<file path="src/rtl/ipv4ac_pkg.sv">
package ipv4ac_pkg;

  localparam int TABLE_DEPTH = 16;
  localparam int IDX_W       = 4;
  localparam int CNT_W       = 5;
  localparam int ADDR_W      = 32;
  localparam int CAT_W       = 3;

  localparam logic CMD_CLASSIFY = 1'b0;
  localparam logic CMD_WRITE    = 1'b1;

  localparam logic [CAT_W-1:0] CAT_FAR       = 3'd0;
  localparam logic [CAT_W-1:0] CAT_NEAR      = 3'd1;
  localparam logic [CAT_W-1:0] CAT_LOCAL     = 3'd2;
  localparam logic [CAT_W-1:0] CAT_BROADCAST = 3'd3;
  localparam logic [CAT_W-1:0] CAT_LOOPBACK  = 3'd4;

  localparam logic [7:0]        LOOP_NET  = 8'h7f;
  localparam logic [ADDR_W-1:0] LOOP_LOW  = 32'h7f00_0000;
  localparam logic [ADDR_W-1:0] LOOP_HIGH = 32'h7fff_ffff;

  typedef struct packed {
    logic              valid;
    logic              cmd;
    logic [IDX_W-1:0]  idx;
    logic [ADDR_W-1:0] addr;
    logic [ADDR_W-1:0] mask;
    logic              done;
    logic [CAT_W-1:0]  cat;
    logic              near;
  } token_t;

endpackage

</file>
<file path="src/rtl/ipv4_address_classifier_top.sv">
// Each accepted item passes through the 16 cell registers and then the output register to the result.
// Throughput: one item per cycle; the whole cell chain stalls while a result waits.
// Each item walks the chain one cell per cycle; each cell holds one table entry.
// Reset (rst_n, synchronous, active low) clears num_entries and all in-flight items.
// Table entries are not cleared by reset and are undefined until written.
module ipv4_address_classifier_top (
  input  logic                              clk,
  input  logic                              rst_n,
  input  logic                              in_valid,
  output logic                              in_ready,
  input  logic                              in_cmd,
  input  logic [ipv4ac_pkg::IDX_W-1:0]      in_entry_index,
  input  logic [ipv4ac_pkg::ADDR_W-1:0]     in_ip_addr,
  input  logic [ipv4ac_pkg::ADDR_W-1:0]     in_net_mask,
  output logic                              out_valid,
  input  logic                              out_ready,
  output logic [ipv4ac_pkg::CAT_W-1:0]      out_category,
  input  logic                              cfg_valid,
  output logic                              cfg_ready,
  input  logic [ipv4ac_pkg::CNT_W-1:0]      cfg_num_entries
);
  import ipv4ac_pkg::*;

  logic              adv;
  logic [CNT_W-1:0]  num_entries_r;
  logic              out_valid_r;
  logic              out_valid_nxt;
  logic [CAT_W-1:0]  out_category_r;
  logic [CAT_W-1:0]  out_category_nxt;
  logic              is_loop;
  token_t            tok [TABLE_DEPTH+1];

  assign adv       = !out_valid_r || out_ready;
  assign in_ready  = adv;
  assign cfg_ready = 1'b1;
  assign is_loop   = in_ip_addr[ADDR_W-1:ADDR_W-8] == LOOP_NET;

  always_comb begin
    tok[0].valid = in_valid;
    tok[0].cmd   = in_cmd;
    tok[0].idx   = in_entry_index;
    tok[0].addr  = in_ip_addr;
    tok[0].mask  = in_net_mask;
    tok[0].near  = 1'b0;
    tok[0].done  = (in_cmd == CMD_WRITE) || is_loop;
    if (in_cmd == CMD_WRITE) begin
      tok[0].cat = CAT_FAR;
    end else if ((in_ip_addr == LOOP_LOW) || (in_ip_addr == LOOP_HIGH)) begin
      tok[0].cat = CAT_BROADCAST;
    end else begin
      tok[0].cat = CAT_LOOPBACK;
    end
  end

  for (genvar k = 0; k < TABLE_DEPTH; k++) begin : g_cell
    ipv4ac_cell u_cell (
      .clk         (clk),
      .rst_n       (rst_n),
      .adv         (adv),
      .cell_idx    (IDX_W'(k)),
      .num_entries (num_entries_r),
      .tok_in      (tok[k]),
      .tok_out     (tok[k+1])
    );
  end

  always_comb begin
    out_valid_nxt    = out_valid_r;
    out_category_nxt = out_category_r;
    if (adv) begin
      out_valid_nxt = tok[TABLE_DEPTH].valid;
      if (tok[TABLE_DEPTH].done) begin
        out_category_nxt = tok[TABLE_DEPTH].cat;
      end else if (tok[TABLE_DEPTH].near) begin
        out_category_nxt = CAT_NEAR;
      end else begin
        out_category_nxt = CAT_FAR;
      end
    end
  end

  always_ff @(posedge clk) begin
    if (!rst_n) begin
      num_entries_r <= '0;
      out_valid_r   <= 1'b0;
    end else begin
      if (cfg_valid && cfg_ready) begin
        num_entries_r <= cfg_num_entries;
      end
      out_valid_r <= out_valid_nxt;
    end
  end

  always_ff @(posedge clk) begin
    out_category_r <= out_category_nxt;
  end

  assign out_valid    = out_valid_r;
  assign out_category = out_category_r;

  a_cat_range: assert property (@(posedge clk) disable iff (!rst_n)
    out_valid |-> out_category <= CAT_LOOPBACK)
    else $error("category code out of range");

  a_loop_early: assert property (@(posedge clk) disable iff (!rst_n)
    in_valid && in_ready && (in_cmd == CMD_CLASSIFY) && is_loop |=> tok[1].done && tok[1].valid)
    else $error("loopback item not resolved at chain entry");

  a_write_done: assert property (@(posedge clk) disable iff (!rst_n)
    in_valid && in_ready && (in_cmd == CMD_WRITE) |=> tok[1].done && (tok[1].cat == CAT_FAR))
    else $error("write item entered chain without a zero result");

  a_stall_hold: assert property (@(posedge clk) disable iff (!rst_n)
    !adv |=> $stable(tok[TABLE_DEPTH].valid))
    else $error("chain moved while output stalled");

endmodule

</file>
<file path="src/rtl/ipv4ac_cell.sv">
module ipv4ac_cell (
  input  logic                     clk,
  input  logic                     rst_n,
  input  logic                     adv,
  input  logic [ipv4ac_pkg::IDX_W-1:0] cell_idx,
  input  logic [ipv4ac_pkg::CNT_W-1:0] num_entries,
  input  ipv4ac_pkg::token_t       tok_in,
  output ipv4ac_pkg::token_t       tok_out
);
  import ipv4ac_pkg::*;

  logic [ADDR_W-1:0] addr_r;
  logic [ADDR_W-1:0] mask_r;
  logic              valid_r;
  token_t            tok_r;
  token_t            tok_nxt;
  logic              active;
  logic              wr_hit;
  logic [ADDR_W-1:0] net;
  logic [ADDR_W-1:0] bcast;

  assign active = CNT_W'(cell_idx) < num_entries;
  assign wr_hit = adv && tok_in.valid && (tok_in.cmd == CMD_WRITE) && (tok_in.idx == cell_idx);
  assign net    = addr_r & mask_r;
  assign bcast  = net | ~mask_r;

  always_comb begin
    tok_nxt = tok_in;
    if (tok_in.valid && (tok_in.cmd == CMD_CLASSIFY) && !tok_in.done && active) begin
      if (tok_in.addr == addr_r) begin
        tok_nxt.done = 1'b1;
        tok_nxt.cat  = CAT_LOCAL;
      end else if ((tok_in.addr == net) || (tok_in.addr == bcast)) begin
        tok_nxt.done = 1'b1;
        tok_nxt.cat  = CAT_BROADCAST;
      end else if ((tok_in.addr & mask_r) == net) begin
        tok_nxt.near = 1'b1;
      end
    end
  end

  always_ff @(posedge clk) begin
    if (!rst_n) begin
      valid_r <= 1'b0;
    end else if (adv) begin
      valid_r <= tok_in.valid;
    end
  end

  always_ff @(posedge clk) begin
    if (adv) begin
      tok_r <= tok_nxt;
    end
    if (wr_hit) begin
      addr_r <= tok_in.addr;
      mask_r <= tok_in.mask;
    end
  end

  always_comb begin
    tok_out       = tok_r;
    tok_out.valid = valid_r;
  end

  a_done_sticky: assert property (@(posedge clk) disable iff (!rst_n)
    adv && tok_in.valid && tok_in.done |=> tok_r.done && (tok_r.cat == $past(tok_in.cat)))
    else $error("finished item lost its result in cell");

  a_entry_hold: assert property (@(posedge clk) disable iff (!rst_n)
    !adv |=> $stable(addr_r) && $stable(mask_r))
    else $error("entry changed while chain stalled");

  a_inactive_pass: assert property (@(posedge clk) disable iff (!rst_n)
    adv && tok_in.valid && !active |=>
      (tok_r.done == $past(tok_in.done)) && (tok_r.near == $past(tok_in.near)))
    else $error("cell past the count changed an item");

endmodule

</file>
<file path="config.mk">
export PLATFORM = sky130hd
export DESIGN_NAME = ipv4_address_classifier_top
export DESIGN_NICKNAME = d
export VERILOG_FILES = /design/src/rtl/ipv4ac_pkg.sv /design/src/rtl/ipv4_address_classifier_top.sv /design/src/rtl/ipv4ac_cell.sv
export SDC_FILE = /design/constraint.sdc
export NUM_CORES = 2
export LEC_CHECK = 0
export BUFFER_PORTS_ARGS = -buffer_cell sky130_fd_sc_hd__buf_2
export CAP_MARGIN = 15
export CORE_UTILIZATION = 50
export CTS_CLUSTER_DIAMETER = 150
export DETAILED_ROUTE_END_ITERATION = 10
export PLACE_DENSITY = 0.62
export SLEW_MARGIN = 15
export SYNTH_ARGS = -nofsm -noshare
export SYNTH_HDL_FRONTEND = slang
export SYNTH_SLANG_ARGS = --single-unit
</file>
<file path="constraint.sdc">
create_clock -name clk -period 58 [get_ports clk]
set_clock_uncertainty 0.05 [all_clocks]
set_input_delay 5.8 -clock clk [delete_from_list [all_inputs] [get_ports clk]]
set_output_delay 5.8 -clock clk [all_outputs]
set_load 0.1 [all_outputs]
</file>
==> metrics.md <==
| Metric | Value |
|---|---|
| Crit share post-route | 0.231 |
| Via count of the first global-routing pass | ~58000 |
| Max-slew violation total from the final report | 0 |
| Critical Setup Path Class | in2out |
| CTS HTree Levels | 4 |
| Worst R2R Setup Slack | 52.43 ns |
| Maximum fanout along the worst path | 110 |
| CP peak stage delay | between 0.6 and 0.7 ns |
| Crit path time final | around 13 ns |
| Worst slew slack as a fraction of its limit | 0.244 |
| Post-detailed-route wirelength per cell | 32.2 um |
| FF+latch count, synth | 2164 |
| Post-detailed-route via-to-cell ratio | about 6.5 |
| Worst Hold Class | reg2reg |
| Mean area per synthesized cell | between 10 and 15 um^2 |
| Clk network pwr share | 0.425 |
| Area post-placement | between 90000 and 100000 um^2 |
| Maximum Capacitance Violations | 0 |
| Post-route design area | 105000 um^2 |
| Area Overhead vs Synth | 11.8% |
| Crit-path cells | buf_2 > nor2b_2 > buf_4 > inv_8 > buf_2 |
| Filler Cells Inserted | 15000 |
| Number of enable-type register cells in the synthesized netlist | 2142 |
| Final weighted congestion of routability-driven global placement | 0.994 |
| Xor-xnor portion of the synthesized cell area | 0.0311 |
| Pin count of the biggest net entering global routing | 176 |
| Critical path buffer and inverter count | 4 |
| Initial core utilization | 0.504 |
| Die span in x | 435 um |
| Pwr/cell area | 32.0 nW/um^2 |
| Cell types with the largest area share after synthesis | edfxtp_1 (69%), o22ai_1 (3.2%), nand3b_1 (3.1%) |
| Number of buffers created by CTS | between 200 and 250 |
| Main combinational cell family by area after synthesis | simple AND/OR/NAND/NOR gates |
| Routed Wire Length | ~310000 um |
| Synth Area in Simple Gates | 0.152 |
| Switching share of power | 0.227 |
| Unique masters post-synth | 88 |
| First-pass GRT wire length | 437000 um |
| Share of the synthesized area in compound gates (AO/OA/AOI/OAI) | 0.108 |
| Number of nets with antenna violations after detailed routing | 0 |
| Hold violation count in the final report | 0 |
| Share of power burned in combinational logic | 0.023 |
| Capturing element type of the critical path | output port |
| Final Instance Count excl. Fillers | approximately 9700 |
| Worst setup margin | 44.60 ns |
| Leakage component of the power | 36.2 nW |
| Setup repair after global routing missed its margin | no |
| Post-CTS Setup Repair Bufs | 0 |
| Total vias in the final route | 63300 |
| Required time of the worst setup path | about 52 ns |
| Share of async-settable or async-resettable flops after synthesis | 0 |
| Worst setup SP type | input port |
| Bufs on Longest Clock Path | 3 |
| Outcome | completed |
| Number of nets in the synthesized netlist | 6828 |
| Share of post-route cells with drive strength above 1 | 0.0761 |
| Top cell type by total area after synthesis | edfxtp_1 |
| DRC violations left | 0 |
| CTS tree | built |
| Number of DRC markers after the initial detailed-route iteration | 9078 |
| Global Route Usage Sum | 0.328 |
| Total negative setup slack | 0 ns |
| Aggregate global routing overflow | 0 |
| Max frequency | 74.6 MHz |
| Router iterations before antenna repair | 7 |
| Netlist area before placement | between 90000 and 100000 um^2 |
| Flop pwr share | 0.552 |
| Clock-pin slew on the worst setup and hold paths | 0.06 ns |
| Worst hold slack across all endpoints | between 0.3 and 0.4 ns |
| Worst Max-Slew Pin Slew | 1.12 ns |
| Setup Viol. Count Final | 0 |
| Dominant delay contributor by cell family on the critical path | buffers and inverters |
| Yosys top cell area share | 0.688 |
| Die outline height | 435 um |
| Net load switching power | 0.000761 W |
| Seq/Total Area, Yosys | 0.692 |
| Hold-fix buffers at CTS | 0 |
| Total instance count after detailed placement | 9310 |
| Detailed placement HPWL | approximately 240000 um |
| Synthesis Warnings | 0 |
| Total die area | 189000 um^2 |
| Design internal power | between 0.002 and 0.003 W |
| Final layout net count | 7126 |
| Gates resized, CTS repair | 0 |
| Port bufs | 83 |
| Boundary Pins | 85 |
| Clock net sink count | around 2200 |
| Adder and majority gate portion of the synthesized area | 0 |
| Library cell used as clock root buffer | clkbuf_16 |
| Critical path data arrival time | approximately 7.6 ns |
| Setup slack after placement | 44.64 ns |
| Cell with the most instances on the worst path | buf_2 |
| Slowest cell on the critical path | inv_8 |
| Core area | 186000 um^2 |
| Count of standard-cell rows | roughly 160 |
| Most used DFF post-synth | edfxtp_1 |
| Number of antenna violations at the first check in global routing | 21 |
| Post-synthesis mux area share | 0.000656 |
| Clk Latency, worst-skew pair | 0.89 ns |
| Cell count after synthesis | between 6000 and 7000 |
| VDD IR-drop max | just under 30 uV |
[per-stage QoR]
stage | total power, W | util
global route | 0.00343 | 0.563
detailed placement | 0.00195 | 0.524
floorplan | 0.00188 | -
global placement | 0.00195 | 0.524
CTS | 0.00336 | 0.563
finish | 0.00335 | 0.563
[synth_stat cells (23+ instances only)]
| library cell | instances |
|---|---|
| nand3_1 | 91 |
| a21oi_1 | 399 |
| a2111oi_0 | 56 |
| nand3b_1 | 385 |
| o2bb2ai_1 | 41 |
| and3_1 | 300 |
| edfxtp_1 | 2142 |
| nor3_1 | 62 |
| o21ai_0 | 33 |
| a22o_1 | 23 |
| nand2_1 | 405 |
| a21boi_0 | 82 |
| a221oi_1 | 29 |
| or4_1 | 40 |
| nor4_1 | 241 |
| a21o_1 | 51 |
| clkbuf_1 | 35 |
| a22oi_1 | 23 |
| o22ai_1 | 473 |
| o221ai_1 | 31 |
| o2111ai_1 | 49 |
| xor2_1 | 162 |
| inv_1 | 329 |
| o22a_1 | 32 |
| nor2_1 | 81 |
| nand4_1 | 170 |
| o211ai_1 | 23 |
| xnor2_1 | 170 |
| nor2b_1 | 372 |
| nand2b_1 | 102 |
[layout make-up]
type	count	area [um^2]	share of cell area
clock inverters	154	1690	0.0161
multi-input cells	4215	27500	0.263
repair buffers	120	706	0.00675
clock buffers	253	5560	0.0532
flip-flops and latches	2164	64800	0.619
well taps	2480	3100	0.0297
inverters	331	1250	0.0120
diodes	4	10.0	0.0000957
[sequential cells by signal, summed over array words and instances (netlist names)]
signal and cells:
out_category 3, out_valid 1, g_cell.u_cell.tok_out 1115, g_cell.u_cell.valid_r 16, g_cell.u_cell.addr_r 512, num_entries_r 5
g_cell.u_cell.mask_r 512
[path summary, 6_finish.rpt]
| path | cells after the start | to | start |
|---|---|---|---|
| worst max-delay path | 5 | in_ready | out_ready |
| worst min-delay path | 0 | g_cell[15].u_cell.mask_r[5] | g_cell[14].u_cell.tok_out[10] |
| worst max register to register | 7 | g_cell[0].u_cell.tok_out[14] | out_valid |
| worst min register to register | 0 | g_cell[15].u_cell.mask_r[5] | g_cell[14].u_cell.tok_out[10] |
[power by group through the flow]
stage	clock [W]	sequential (W)	combinational, W
after floorplan	0	0.00182	0.0000523
after global placement	0	0.00188	0.0000758
after detailed placement	0	0.00188	0.0000754
after CTS	0.00144	0.00185	0.0000759
after global routing	0.00150	0.00185	0.0000829
final	0.00142	0.00185	0.0000769
[placed cells by master, fill, tap and decap left out, drive strengths merged, types with 62 or more instances in the layout]
cell / synthesis / final
nor4: 242 / 242
a21boi: 82 / 82
nand4: 170 / 170
nor2b: 372 / 372
clkinv: 1 / 97
nand2: 405 / 405
edfxtp: 2142 / 2142
xnor2: 170 / 170
inv: 330 / 353
nand3: 91 / 91
nand3b: 385 / 385
buf: 3 / 120
clkbuf: 36 / 253
and3: 302 / 302
o22ai: 473 / 473
nand2b: 102 / 102
xor2: 162 / 162
nor3: 62 / 62
nor2: 81 / 81
a21oi: 399 / 399
[kinds of logic (layout without fill, tap and decap cells)]
| logic type | after synthesis | in the layout |
|---|---|---|
| AOI/OAI and AO/OA | 1495 | 1495 |
| xor gates and xnor gates | 332 | 332 |
| buffers and inverters | 370 | 858 |
| DFF | 2164 | 2164 |
| muxes | 6 | 6 |
| other | 1 | 5 |
| and+or+nand+nor | 2381 | 2381 |
[per-layer routing]
metal	track usage	wire (um)
met1	0.482	134000
met2	0.497	141000
met3	0.0502	26100
met4	0.120	12000
met5	0	92
Power figures use the tool's default switching activity.
